[src/design/efc_pkg.sv]
// ----------------------------------------------------------------------------
// efc_pkg: shared types and constants for the Ethernet framer
// Request entry, configuration bundle, byte kinds, register map and the
// sequencer states of the back end.
// ----------------------------------------------------------------------------
package efc_pkg;

   // byte kinds on the result channel
   typedef enum logic [1:0] {
      KIND_HEADER  = 2'd0,
      KIND_PAYLOAD = 2'd1,
      KIND_CRC     = 2'd2,
      KIND_IDLE    = 2'd3
   } efc_kind_type;

   // register indexes (byte address = 8 * index)
   typedef enum logic [1:0] {
      REG_DEST_MAC   = 2'd0,
      REG_SRC_MAC    = 2'd1,
      REG_ETHER_TYPE = 2'd2,
      REG_MIN_IDLE   = 2'd3
   } efc_reg_type;

   // back-end sequencer states
   typedef enum logic [2:0] {
      ST_WAIT,
      ST_HEAD,
      ST_PAY,
      ST_CRC,
      ST_IDLE,
      ST_FILL
   } efc_state_type;

   // one classified request in the queue
   typedef struct packed {
      logic [7:0] data;
      logic       last;
      logic       first;
   } efc_entry_type;

   // configuration seen by the back end
   typedef struct packed {
      logic [47:0] dest_mac;
      logic [47:0] src_mac;
      logic [15:0] ether_type;
      logic [5:0]  min_idle;
   } efc_cfg_type;

   localparam logic [31:0] CRC_POLY       = 32'h814141AB;
   localparam logic [7:0]  PREAMBLE_FIRST = 8'hFB;
   localparam logic [7:0]  PREAMBLE_BYTE  = 8'h55;
   localparam logic [7:0]  SFD_BYTE       = 8'hD5;
   localparam logic [7:0]  IDLE_BYTE      = 8'h07;
   localparam logic [5:0]  IDLE_LIMIT     = 6'd32;
   localparam logic [4:0]  HDR_LAST       = 5'd21;

   localparam logic [47:0] DEST_MAC_RESET   = 48'd0;
   localparam logic [47:0] SRC_MAC_RESET    = 48'd0;
   localparam logic [15:0] ETHER_TYPE_RESET = 16'hDDDD;
   localparam logic [5:0]  MIN_IDLE_RESET   = 6'd12;

endpackage

[src/design/efc_csr.sv]
// ----------------------------------------------------------------------------
// efc_csr: configuration register file
// APB-style write and read of the MAC addresses, ethertype and idle count.
// ----------------------------------------------------------------------------
module efc_csr
   import efc_pkg::*;
(
   input  logic        clock,
   input  logic        reset,
   input  logic        psel,
   input  logic        penable,
   input  logic        pwrite,
   input  logic [4:0]  paddr,
   input  logic [63:0] pwdata,
   output logic [63:0] prdata,
   output logic        pready,
   output efc_cfg_type cfg
);

   logic [47:0] dest_mac_ff;
   logic [47:0] src_mac_ff;
   logic [15:0] ether_type_ff;
   logic [5:0]  min_idle_ff;
   logic        wr_en;
   efc_reg_type reg_sel;

   assign pready  = 1'b1;
   assign wr_en   = psel & penable & pwrite & pready;
   assign reg_sel = efc_reg_type'(paddr[4:3]);

   // register writes
   always_ff @(posedge clock) begin
      if (reset) begin
         dest_mac_ff   <= DEST_MAC_RESET;
         src_mac_ff    <= SRC_MAC_RESET;
         ether_type_ff <= ETHER_TYPE_RESET;
         min_idle_ff   <= MIN_IDLE_RESET;
      end else if (wr_en) begin
         unique case (reg_sel)
            REG_DEST_MAC:   dest_mac_ff   <= pwdata[47:0];
            REG_SRC_MAC:    src_mac_ff    <= pwdata[47:0];
            REG_ETHER_TYPE: ether_type_ff <= pwdata[15:0];
            REG_MIN_IDLE:   min_idle_ff   <= pwdata[5:0];
            default: ;
         endcase
      end
   end

   // read mux
   always_comb begin
      prdata = '0;
      unique case (reg_sel)
         REG_DEST_MAC:   prdata = {16'd0, dest_mac_ff};
         REG_SRC_MAC:    prdata = {16'd0, src_mac_ff};
         REG_ETHER_TYPE: prdata = {48'd0, ether_type_ff};
         REG_MIN_IDLE:   prdata = {58'd0, min_idle_ff};
         default:        prdata = '0;
      endcase
   end

   assign cfg.dest_mac   = dest_mac_ff;
   assign cfg.src_mac    = src_mac_ff;
   assign cfg.ether_type = ether_type_ff;
   assign cfg.min_idle   = min_idle_ff;

endmodule

[src/design/efc_front.sv]
// ----------------------------------------------------------------------------
// efc_front: request intake
// Accepts payload bytes and marks the first byte of each frame.
// ----------------------------------------------------------------------------
module efc_front
   import efc_pkg::*;
(
   input  logic          clock,
   input  logic          reset,
   input  logic          req_valid,
   output logic          req_ready,
   input  logic [7:0]    req_payload_byte,
   input  logic          req_payload_last,
   input  logic          q_full,
   output logic          q_push,
   output efc_entry_type q_wdata
);

   logic in_frame_ff;
   logic in_frame_in;

   assign req_ready = ~q_full;
   assign q_push    = req_valid & req_ready;

   // classify: a request outside a frame opens one
   assign q_wdata.data  = req_payload_byte;
   assign q_wdata.last  = req_payload_last;
   assign q_wdata.first = ~in_frame_ff;

   always_comb begin
      in_frame_in = in_frame_ff;
      if (q_push) begin
         in_frame_in = ~req_payload_last;
      end
   end

   always_ff @(posedge clock) begin
      if (reset) begin
         in_frame_ff <= 1'b0;
      end else begin
         in_frame_ff <= in_frame_in;
      end
   end

endmodule

[src/design/efc_queue.sv]
// ----------------------------------------------------------------------------
// efc_queue: request queue between front and back
// Small register FIFO; the head entry is visible without popping.
// ----------------------------------------------------------------------------
module efc_queue
   import efc_pkg::*;
#(
   parameter int DEPTH = 2
)
(
   input  logic          clock,
   input  logic          reset,
   input  logic          push,
   input  efc_entry_type wdata,
   output logic          full,
   input  logic          pop,
   output logic          valid,
   output efc_entry_type rdata
);

   localparam int PW = (DEPTH > 1) ? $clog2(DEPTH) : 1;
   localparam int CW = $clog2(DEPTH + 1);
   localparam logic [PW-1:0] PTR_LAST = PW'(DEPTH - 1);
   localparam logic [CW-1:0] CNT_FULL = CW'(DEPTH);

   efc_entry_type       slot_ff [DEPTH];
   logic [PW-1:0]       wr_ptr_ff;
   logic [PW-1:0]       wr_ptr_in;
   logic [PW-1:0]       rd_ptr_ff;
   logic [PW-1:0]       rd_ptr_in;
   logic [CW-1:0]       count_ff;
   logic [CW-1:0]       count_in;
   logic                do_push;
   logic                do_pop;

   assign full    = (count_ff == CNT_FULL);
   assign valid   = (count_ff != '0);
   assign rdata   = slot_ff[rd_ptr_ff];
   assign do_push = push & ~full;
   assign do_pop  = pop & valid;

   // pointer and fill count update
   always_comb begin
      wr_ptr_in = wr_ptr_ff;
      rd_ptr_in = rd_ptr_ff;
      count_in  = count_ff;
      if (do_push) begin
         wr_ptr_in = (wr_ptr_ff == PTR_LAST) ? '0 : wr_ptr_ff + 1'b1;
      end
      if (do_pop) begin
         rd_ptr_in = (rd_ptr_ff == PTR_LAST) ? '0 : rd_ptr_ff + 1'b1;
      end
      if (do_push & ~do_pop) begin
         count_in = count_ff + 1'b1;
      end else if (do_pop & ~do_push) begin
         count_in = count_ff - 1'b1;
      end
   end

   always_ff @(posedge clock) begin
      if (reset) begin
         wr_ptr_ff <= '0;
         rd_ptr_ff <= '0;
         count_ff  <= '0;
      end else begin
         wr_ptr_ff <= wr_ptr_in;
         rd_ptr_ff <= rd_ptr_in;
         count_ff  <= count_in;
      end
   end

   // entry storage
   always_ff @(posedge clock) begin
      if (do_push) begin
         slot_ff[wr_ptr_ff] <= wdata;
      end
   end

endmodule

[src/design/efc_back.sv]
// ----------------------------------------------------------------------------
// efc_back: frame sequencer
// Emits header, payload, CRC-32Q and idle fill, one byte per cycle unless rsp
// stalls or a payload byte is awaited, into a registered result stage.
// ----------------------------------------------------------------------------
module efc_back
   import efc_pkg::*;
(
   input  logic          clock,
   input  logic          reset,
   input  efc_cfg_type   cfg,
   input  logic          q_valid,
   input  efc_entry_type q_rdata,
   output logic          q_pop,
   output logic          rsp_valid,
   input  logic          rsp_ready,
   output logic [7:0]    rsp_out_byte,
   output logic [1:0]    rsp_byte_kind,
   output logic          rsp_run_last
);

   // header byte at position idx (0..21)
   function automatic logic [7:0] hdr_byte(input logic [4:0] idx, input efc_cfg_type c);
      logic [5:0]  sh;
      logic [47:0] word;
      logic [7:0]  res;
      sh   = '0;
      word = '0;
      res  = '0;
      case (idx) inside
         5'd0:          res = PREAMBLE_FIRST;
         [5'd1:5'd6]:   res = PREAMBLE_BYTE;
         5'd7:          res = SFD_BYTE;
         [5'd8:5'd13]: begin
            sh   = {3'(5'd13 - idx), 3'b000};
            word = c.dest_mac >> sh;
            res  = word[7:0];
         end
         [5'd14:5'd19]: begin
            sh   = {3'(5'd19 - idx), 3'b000};
            word = c.src_mac >> sh;
            res  = word[7:0];
         end
         5'd20:         res = c.ether_type[15:8];
         5'd21:         res = c.ether_type[7:0];
         default:       res = '0;
      endcase
      return res;
   endfunction

   // CRC-32Q over one byte, MSB first
   function automatic logic [31:0] crc_byte(input logic [31:0] crc, input logic [7:0] b);
      logic [31:0] c;
      c = crc ^ {b, 24'd0};
      for (int k = 0; k < 8; k++) begin
         c = c[31] ? ({c[30:0], 1'b0} ^ CRC_POLY) : {c[30:0], 1'b0};
      end
      return c;
   endfunction

   efc_state_type state_ff, state_in;
   logic [4:0]    cnt_ff, cnt_in;
   logic [5:0]    idle_ff, idle_in;
   logic [1:0]    len_ff, len_in;
   logic [1:0]    len_next;
   logic [31:0]   crc_ff, crc_in;
   logic          rsp_valid_ff, rsp_valid_in;
   logic [7:0]    rsp_byte_ff, rsp_byte_in;
   efc_kind_type  rsp_kind_ff, rsp_kind_in;
   logic          rsp_last_ff, rsp_last_in;
   logic          adv;
   logic          emit;
   logic          pay_go;
   logic          fin;
   logic [5:0]    idles;
   logic [31:0]   crc_shift;

   assign adv      = ~rsp_valid_ff | rsp_ready;
   assign len_next = len_ff + 2'd1;
   assign idles    = (cfg.min_idle > IDLE_LIMIT) ? IDLE_LIMIT : cfg.min_idle;
   assign crc_shift = crc_ff >> {~cnt_ff[1:0], 3'b000};

   // sequencer: next state and the byte to register
   always_comb begin
      state_in     = state_ff;
      cnt_in       = cnt_ff;
      idle_in      = idle_ff;
      len_in       = len_ff;
      crc_in       = crc_ff;
      rsp_valid_in = rsp_valid_ff & ~rsp_ready;
      rsp_byte_in  = rsp_byte_ff;
      rsp_kind_in  = rsp_kind_ff;
      rsp_last_in  = rsp_last_ff;
      q_pop        = 1'b0;
      emit         = 1'b0;
      pay_go       = 1'b0;
      fin          = 1'b0;
      if (adv) begin
         unique case (state_ff)
            ST_WAIT: begin
               if (q_valid) begin
                  if (q_rdata.first) begin
                     emit        = 1'b1;
                     rsp_byte_in = hdr_byte(5'd0, cfg);
                     rsp_kind_in = KIND_HEADER;
                     rsp_last_in = 1'b0;
                     cnt_in      = 5'd1;
                     state_in    = ST_HEAD;
                  end else begin
                     pay_go = 1'b1;
                  end
               end
            end
            ST_HEAD: begin
               emit        = 1'b1;
               rsp_byte_in = hdr_byte(cnt_ff, cfg);
               rsp_kind_in = KIND_HEADER;
               rsp_last_in = 1'b0;
               cnt_in      = cnt_ff + 5'd1;
               if (cnt_ff == HDR_LAST) begin
                  state_in = ST_PAY;
               end
            end
            ST_PAY: begin
               pay_go = q_valid;
            end
            ST_CRC: begin
               emit        = 1'b1;
               rsp_byte_in = crc_shift[7:0];
               rsp_kind_in = KIND_CRC;
               rsp_last_in = 1'b0;
               cnt_in      = cnt_ff + 5'd1;
               if (cnt_ff[1:0] == 2'd3) begin
                  if (idles != '0) begin
                     idle_in  = idles;
                     state_in = ST_IDLE;
                  end else if (len_next == '0) begin
                     fin = 1'b1;
                  end else begin
                     state_in = ST_FILL;
                  end
               end
            end
            ST_IDLE: begin
               emit        = 1'b1;
               rsp_byte_in = IDLE_BYTE;
               rsp_kind_in = KIND_IDLE;
               rsp_last_in = 1'b0;
               idle_in     = idle_ff - 6'd1;
               if (idle_ff == 6'd1) begin
                  if (len_next == '0) begin
                     fin = 1'b1;
                  end else begin
                     state_in = ST_FILL;
                  end
               end
            end
            ST_FILL: begin
               emit        = 1'b1;
               rsp_byte_in = IDLE_BYTE;
               rsp_kind_in = KIND_IDLE;
               rsp_last_in = 1'b0;
               fin         = (len_next == '0);
            end
            default: begin
               state_in = ST_WAIT;
            end
         endcase
      end

      // payload byte: pass through, fold into the CRC, release the request
      if (pay_go) begin
         emit        = 1'b1;
         q_pop       = 1'b1;
         rsp_byte_in = q_rdata.data;
         rsp_kind_in = KIND_PAYLOAD;
         rsp_last_in = ~q_rdata.last;
         crc_in      = crc_byte(crc_ff, q_rdata.data);
         if (q_rdata.last) begin
            cnt_in   = '0;
            state_in = ST_CRC;
         end else begin
            state_in = ST_WAIT;
         end
      end

      if (emit) begin
         rsp_valid_in = 1'b1;
         len_in       = len_next;
      end

      // frame end: trailer done, back to a clean frame state
      if (fin) begin
         rsp_last_in = 1'b1;
         crc_in      = '0;
         state_in    = ST_WAIT;
      end
   end

   // control state
   always_ff @(posedge clock) begin
      if (reset) begin
         state_ff     <= ST_WAIT;
         cnt_ff       <= '0;
         idle_ff      <= '0;
         len_ff       <= '0;
         crc_ff       <= '0;
         rsp_valid_ff <= 1'b0;
      end else begin
         state_ff     <= state_in;
         cnt_ff       <= cnt_in;
         idle_ff      <= idle_in;
         len_ff       <= len_in;
         crc_ff       <= crc_in;
         rsp_valid_ff <= rsp_valid_in;
      end
   end

   // result payload register
   always_ff @(posedge clock) begin
      rsp_byte_ff <= rsp_byte_in;
      rsp_kind_ff <= rsp_kind_in;
      rsp_last_ff <= rsp_last_in;
   end

   assign rsp_valid     = rsp_valid_ff;
   assign rsp_out_byte  = rsp_byte_ff;
   assign rsp_byte_kind = 2'(rsp_kind_ff);
   assign rsp_run_last  = rsp_last_ff;

endmodule

[src/design/ethernet_framer_crc32q_unit.sv]
// ----------------------------------------------------------------------------
// ethernet_framer_crc32q_unit: Ethernet frame generator with CRC-32Q trailer
// Wraps payload bytes in preamble, SFD, MAC addresses and ethertype, appends
// a CRC-32Q (poly 814141AB, MSB first, zero init) and 07 idle fill.
//
//   channel   direction  handshake                  payload
//   req       in         req_valid / req_ready      payload_byte, payload_last
//   rsp       out        rsp_valid / rsp_ready      out_byte, byte_kind, run_last
//   csr       in         psel/penable/pwrite/pready paddr, pwdata, prdata
//
// The sequencer emits one byte per cycle unless rsp stalls or the queue is
// empty: the first byte of a frame adds 22 header bytes, the last adds 4 CRC
// bytes plus idle count and 0..3 fill bytes (up to 39 bytes after the payload).
// The request queue (QUEUE_DEPTH entries) accepts until full while the back
// end works or rsp stalls. Reset is synchronous; no clearing pass is needed.
// ----------------------------------------------------------------------------
module ethernet_framer_crc32q_unit
   import efc_pkg::*;
#(
   parameter int QUEUE_DEPTH = 2   // 2 or more
)
(
   input  logic        clock,
   input  logic        reset,
   // request channel
   input  logic        req_valid,
   output logic        req_ready,
   input  logic [7:0]  req_payload_byte,
   input  logic        req_payload_last,
   // result channel
   output logic        rsp_valid,
   input  logic        rsp_ready,
   output logic [7:0]  rsp_out_byte,
   output logic [1:0]  rsp_byte_kind,
   output logic        rsp_run_last,
   // configuration port
   input  logic        psel,
   input  logic        penable,
   input  logic        pwrite,
   input  logic [4:0]  paddr,
   input  logic [63:0] pwdata,
   output logic [63:0] prdata,
   output logic        pready
);

   efc_cfg_type   cfg;
   efc_entry_type q_wdata;
   efc_entry_type q_rdata;
   logic          q_push;
   logic          q_full;
   logic          q_pop;
   logic          q_valid;

   efc_csr u_csr (
      .clock   (clock),
      .reset   (reset),
      .psel    (psel),
      .penable (penable),
      .pwrite  (pwrite),
      .paddr   (paddr),
      .pwdata  (pwdata),
      .prdata  (prdata),
      .pready  (pready),
      .cfg     (cfg)
   );

   efc_front u_front (
      .clock            (clock),
      .reset            (reset),
      .req_valid        (req_valid),
      .req_ready        (req_ready),
      .req_payload_byte (req_payload_byte),
      .req_payload_last (req_payload_last),
      .q_full           (q_full),
      .q_push           (q_push),
      .q_wdata          (q_wdata)
   );

   efc_queue #(
      .DEPTH (QUEUE_DEPTH)
   ) u_queue (
      .clock (clock),
      .reset (reset),
      .push  (q_push),
      .wdata (q_wdata),
      .full  (q_full),
      .pop   (q_pop),
      .valid (q_valid),
      .rdata (q_rdata)
   );

   efc_back u_back (
      .clock         (clock),
      .reset         (reset),
      .cfg           (cfg),
      .q_valid       (q_valid),
      .q_rdata       (q_rdata),
      .q_pop         (q_pop),
      .rsp_valid     (rsp_valid),
      .rsp_ready     (rsp_ready),
      .rsp_out_byte  (rsp_out_byte),
      .rsp_byte_kind (rsp_byte_kind),
      .rsp_run_last  (rsp_run_last)
   );

endmodule

[config.mk]
export PLATFORM = sky130hd
export DESIGN_NAME = ethernet_framer_crc32q_unit
export DESIGN_NICKNAME = d
export VERILOG_FILES = /design/src/design/efc_pkg.sv /design/src/design/efc_csr.sv /design/src/design/efc_front.sv /design/src/design/efc_queue.sv /design/src/design/efc_back.sv /design/src/design/ethernet_framer_crc32q_unit.sv
export SDC_FILE = /design/constraint.sdc
export NUM_CORES = 1
export LEC_CHECK = 0
export BUFFER_PORTS_ARGS = -buffer_cell sky130_fd_sc_hd__buf_2
export CAP_MARGIN = 20
export CELL_PAD_IN_SITES_DETAIL_PLACEMENT = 1
export CELL_PAD_IN_SITES_GLOBAL_PLACEMENT = 2
export CORE_ASPECT_RATIO = 0.7
export CORE_MARGIN = 2
export CORE_UTILIZATION = 35
export DETAILED_ROUTE_END_ITERATION = 8
export HOLD_SLACK_MARGIN = 0.05
export PLACE_DENSITY_LB_ADDON = 0.1
export SYNTH_ARGS = -nofsm -noshare
export SYNTH_HDL_FRONTEND = slang
export SYNTH_SLANG_ARGS = --single-unit
export TNS_END_PERCENT = 10
[constraint.sdc]
create_clock -name clock -period 3.3 [get_ports clock]
set_clock_uncertainty 0.2 [all_clocks]
set_input_delay 0.165 -clock clock [delete_from_list [all_inputs] [get_ports clock]]
set_output_delay 0.165 -clock clock [all_outputs]
set_load 0.05 [all_outputs]
# == Yosys cells after proc, flatten, opt, wreduce, memory -nomap -nowiden ==
# Memories as Yosys holds them, arrays and structs flattened. A register that Yosys moved wholly into a read port is not among the register bits.
# Cells that the tools add are included.
# word_totals
ff_bits,183
latch_bits,0
ram_bits,20
rom_bits,0
inputBits,85
output_inout_bits,78
n_memories,1
# op_classes
n_addsub,9
multipliers,0
div,0
n_lt_le_gt_ge,7
n_eq_ne,24
n_shift,3
n_mux,75
bitwise,27
n_reduce_logical,29
# mem_list
memory,depth,word_bits,read_ports,rd_ports_with_merged_regs,wr,line,text
u_queue.slot_ff,2,10,1,1,1,efc_queue.sv:26,efc_entry_type slot_ff [DEPTH];
# ops
op,count
$mux W32,8
$pmux W64 S4,1
$shr A48 B6 Y8,2
$mux W8,11
$not A11 Y11,8
$pmux W8 S4,1
$shr A32 B5 Y8,1
$xor A32 B32 Y32,1
$mux W3,9
$mux W5,5
$mux W1,24
$mux W6,3
$reduce_and A4 Y1,4
$pmux W3 S5,1
$ne A3 B1 Y1 const B,4
$pmux W6 S2,1
$eq A5 B5 Y1 const B,2
$ge A5 B4 Y1 const B,2
$mux W2,5
$pmux W5 S2,1
$and A1 B1 Y1,8
$eq A2 B2 Y1 const B,4
$ne A2 B1 Y1 const B,4
$not A1 Y1,8
38 further kinds,56

# == Depth between registers and ports, before layout ==
# depth
depth_word,17
ltp_mapped,12
depth_no_buf,9

# == Modules after synthesis ==
# A second synthesis with hierarchy kept.
# unflattened
cells_unflattened,1170
area_unflattened_um2,11472.3
# modules_own_cells
module,instances,cells_per_inst,area_per_inst_um2,seq_area_each_um2
efc_csr,1,577,5831.8,2362.3
efc_back,1,522,4580.6,1281.2
efc_queue,1,56,938.4,700.7
efc_front,1,15,121.4,20.0

# == Worst setup path before layout ==
# No wires, ideal clock.
# synth_path
path_kind,register -> register
start,register u_back.cnt_ff[0]
end,"register u_back.rsp_byte_ff[3], in the netlist u_back.rsp_out_byte[3] (data pin)"
t_arrival_ns,2.451
required_time_ns,2.893
slack_ns,0.442
stages_incl_launch_ff,11
n_path_buf,3
synth_period_minus_slack_ns,2.858
path_cell_list,dfxtp_1 -> buf_2 -> buf_2 -> buf_2 -> inv_1 -> ha_1 -> nor2_1 -> a22oi_1 -> a211oi_1 -> nor3_1 -> a2111oi_0
# synth_between
elab_chain_cells,11
word_cells_on_any_way,29
classes_between,add/sub: 2; order compare: 6; eq/ne: 3; shift: 3; mux: 10; bitwise: 1; reduce/logical: 4
# synth_lines
element,line,text
from (decl),efc_back.sv:62,"logic [4:0] cnt_ff, cnt_in;"
from (signal assigned),efc_back.sv:211,cnt_ff <= cnt_in;
"parallel branches: the longest is 8 deep, another holds $sub A2 B3 Y3",--,
$pmux W8 S4 (*),efc_back.sv:99,unique case (state_ff)
$mux W8 (*),efc_back.sv:98,if (adv) begin
$mux W8 (*),efc_back.sv:172,if (pay_go) begin
via u_back.rsp_byte_in[3],efc_back.sv:68,"logic [7:0] rsp_byte_ff, rsp_byte_in;"
to (signal assigned),efc_back.sv:221,rsp_byte_ff <= rsp_byte_in;
to (decl),efc_back.sv:68,
# Mark *: on every way through the listed nets, which the timed path passes. The select of a mux whose other input is x is not followed.
# A chain may end at the register's enable or synchronous reset.

# == Worst setup path after layout ==
# layout_path
start,register u_back.cnt_ff[2]
end,"register u_back.rsp_byte_ff[3], in the netlist u_back.rsp_out_byte[3] (data pin)"
# layout_between
elab_chain_cells,11
word_cells_on_any_way,27
classes_between,add/sub: 2; order compare: 6; eq/ne: 3; shift: 2; mux: 10; reduce/logical: 4
# layout_lines
element,line,text
"parallel branches: the longest is 7 deep, another holds $sub A2 B3 Y3",--,
$mux W8 (*),efc_back.sv:30,case (idx) inside
$pmux W8 S4 (*),efc_back.sv:99,
$mux W8 (*),efc_back.sv:98,
$mux W8 (*),efc_back.sv:172,
via u_back.rsp_byte_in[3],efc_back.sv:68,
# Marked as above.

==> flow_summary_export.csv <==
group,metric,value,unit
place,port_buffers,126,
yosys,async_flop_share,0,%
power,leakagePower,4.96,nW
routing,routed_via_density,5.21,
critical_path,crit_path_max_fanout,10,
floorplan,num_rows,53,
routing,drtAntennaViolNets,0,
routing,drt_pass1_iterations,4,
global_route,antenna_found_initial,0,
clock_network,clkLatencyLatePin,0.53,ns
routing,wire_per_inst,21.1,microns
critical_path,path_depth,8,
job,max-cap-violations,0,
critical_path,cp-start-kind,"flip-flop",
floorplan,die_w,213,microns
power,power_frac_seq,31.5,%
critical_path,path_buf_inv,2,
clock_network,clockBufferDepth,3,
floorplan,pin_count,163,
finish,layout_commonest_cell,"nand2_1",
yosys,syn-cell-area,10700,sq um
power,netSwitchingFraction,38.0,%
global_route,grt_pass1_wl,56600,microns
critical_path,endpoint,"u_back.rsp_out_byte[3]",
yosys,synth_edf_count,28,
critical_path,max_stage_delay,0.56,ns
critical_path,crit_family,"compound AO/OA/AOI/OAI gates",
critical_path,r2r-end,"u_back.rsp_out_byte[3]",
critical_path,arrival,3.17,ns
timing,max_slew.worst_pin.slew,0.889,ns
min_path,hp-start,"penable",
timing,timing.final.crit_share,94.4,%
clock_network,cts-buffers-inserted,23,
clock_network,clk_pin_slew,0.07,ns
finish,areaGrowthSynthToFinish,22.0,%
yosys,ys_seq_elements,204,
power,p_sw,0.00382,W
timing,hold_violations,0,
yosys,syn_avg_cell_area,8.86,sq um
clock_network,cts.sinks,204,
yosys,syn_inst,1204,
power,p_int,0.00623,W
min_path,hp-class,"primary input to flip-flop",
critical_path,end_kind,"flip-flop",
place,dp_hpwl,26200,microns
floorplan,die_h,150,microns
global_route,grt.overflow.total,0,
timing,fin_crit,3.11,ns
clock_network,ctsRootBufferMaster,"clkbuf_16",
critical_path,startpoint,"u_back.cnt_ff[2]",
timing,max_freq,0.321,GHz
timing,tns,0,ns
power,power_density,773,nW/um^2
global_route,grt_pass1_vias,9124,
yosys,ys_warn_count,0,
routing,drt_iter0_drc,638,
timing,rsz0062_at_grt,"false",
critical_path,rr_worst_depth,8,
place,gp_congestion,0.822,
power,p_clk_share,26.1,%
yosys,ys_types,63,
floorplan,coreArea,30000,sq um
critical_path,slowest_stage,"a2111oi_1",
finish,instances_no_fill,1784,
run_status,status,"finished clean",
power,vdd_drop_max,0.456,mV
yosys,yosys_most_used_dff,"dfxtp_1",
critical_path,r2r_setup_slack,0.19,ns
timing,setup_violations,0,
finish,final_cell_mix,"240 x nand2_1, 175 x dfxtp_1, 148 x a21oi_1",
finish,nets,1452,
finish,drive_above_1_share,19.4,%
floorplan,dieArea,31900,sq um
yosys,yosysSeqAreaShare,40.9,%
global_route,track_usage,23.5,%
global_route,grt_max_degree,121,
timing,slew_headroom,40.7,%
place,placed_cells,1682,
critical_path,rr_startpoint,"u_back.cnt_ff[2]",
timing,maxSlewViolCount,0,
clock_network,ctsHtreeMaxLevel,1,
critical_path,crit_required,3.36,ns
floorplan,start_util,35.6,%
critical_path,critical_path_class,"flip-flop to flip-flop",
clock_network,cts_tree,"built",
finish,diodes,0,
critical_path,cp_cell_sequence,"inv_1 > buf_4 > ha_1 > nor2_1 > a22oi_1 > nor2_1 > nor3_1 > a2111oi_1",
routing,routed_wl,37600,microns
routing,route.detailed.drc,0,
critical_path,path_common_cell,"nor2_1",
routing,vias,9297,
power,power.share.combinational,42.4,%
-- Yosys cell counts (3+ instances only) --
library cell  instances  area, sq um
buf_4                17          128
inv_1                14         52.6
or3_1                 3         18.8
a22oi_1              15          113
a31oi_1               3         18.8
mux2i_4               3         67.6
a211o_1              15          131
mux4_2               30          676
nand2_1             240          901
nor2b_1              20          125
and3_1                4         25.0
a221oi_1             11         96.3
and2_1                4         25.0
buf_2                12         60.1
xor2_1               26          228
a21oi_1             148          741
xnor2_2               8          130
a221o_1               3         30.0
o21bai_1              4         30.0
mux2i_1              55          551
ha_1                 11          138
nor2_1              124          465
mux2_2               17          191
nand3_1              12         60.1
nand2b_1              5         31.3
xnor2_4               4          110
clkbuf_1             66          248
a211oi_1             13         97.6
dfxtp_1             176         3520
edfxtp_1             28          841
nor3_1               11         55.1
o21ai_0              30          150
buf_1                 8         30.0
xnor2_1              21          184
-- registers in the layout (all words and copies together), names as in the netlist, 2 cells and up, named ones only --
name,flops
u_back.cnt_ff,5
u_back.crc_ff,32
u_back.idle_ff,6
u_back.len_ff,2
u_back.rsp_byte_kind,2
u_back.rsp_out_byte,8
u_back.state_ff,3
u_csr.dest_mac_ff,48
u_csr.ether_type_ff,16
u_csr.min_idle_ff,6
u_csr.src_mac_ff,48
u_queue.count_ff,2
u_queue.slot_ff,20
-- worst min-delay path, delay by kind of cell --
| kind | cells | cell delay, ns |
|---|---|---|
| buffers and inverters | 2 | 0.31 |
| AO/OA/AOI/OAI | 1 | 0.05 |
| AND/OR/NAND/NOR | 3 | 0.27 |
-- worst min-delay path by stage --
stage / endpoint / slack (ns) / cells past startpoint
after global routing: u_csr.dest_mac_ff[16] / 0.15 / 6
final: u_csr.dest_mac_ff[23] / 0.13 / 6
after global placement: u_queue.slot_ff[1][9] / 0.15 / 1
after detailed placement: u_queue.slot_ff[0][5] / 0.16 / 1
after CTS: u_csr.dest_mac_ff[13] / 0.11 / 6
after floorplan: u_front.in_frame_ff / 0.06 / 1
-- power groups by stage --
stage / combinational [W] / clock [W] / sequential (W)
final: 0.00426 / 0.00262 / 0.00316
after global routing: 0.00463 / 0.00278 / 0.00320
after CTS: 0.00427 / 0.00270 / 0.00317
after detailed placement: 0.00416 / 0 / 0.00322
after global placement: 0.00413 / 0 / 0.00321
after floorplan: 0.00310 / 0 / 0.00331
-- per-stage QoR --
stage / worst slack (ns) / area, sq um / hold slack [ns] / util [%] / total power (W)
after detailed placement: 0.179 / 11700 / 0.158 / 38.9 / 0.00737
final: 0.186 / 13000 / 0.126 / 43.4 / 0.0101
after global routing: 0.0447 / 13000 / 0.148 / 43.4 / 0.0106
after floorplan: 0.442 / 10700 / 0.0606 / - / 0.00641
after CTS: 0.158 / 13000 / 0.113 / 43.4 / 0.0101
after global placement: 0.481 / 11700 / 0.154 / 38.9 / 0.00733
-- cell families (layout without fill, tap and decap cells) --
group | count (synthesis) | count (layout) | synth area share [%]
xor+xnor | 62 | 62 | 6.77
other cells | 2 | 17 | 0.0704
mux | 107 | 107 | 14.2
compound gates | 264 | 264 | 14.9
flops | 204 | 204 | 40.9
buf+inv | 119 | 272 | 5.00
fa+ha+maj | 11 | 11 | 1.29
simple gates | 435 | 435 | 16.8
-- cell type report --
| class | instances | area [sq um] |
|---|---|---|
| Fill cell | 3568 | 17000 |
| Multi-Input combinational cell | 896 | 5840 |
| Sequential cell | 204 | 4370 |
| Timing Repair Buffer | 216 | 1490 |
| Clock buffer | 29 | 608 |
| Tap cell | 412 | 515 |
| Clock inverter | 12 | 135 |
| Inverter | 15 | 56.3 |
-- metal layers --
layer,share of wire [%],global-route usage [%]
met2,42,34.1
met1,53,37.3
met4,0.99,2.73
met5,0,0
met3,4.5,3.63
-- what timing repair did --
item,CTS,global route
hold endpoints to repair,156,0
resized for setup,0,1
buffers inserted,0,0
hold buffers,61,0
endpoints found under the setup margin,0,1
(Power assumes the default switching activity.)
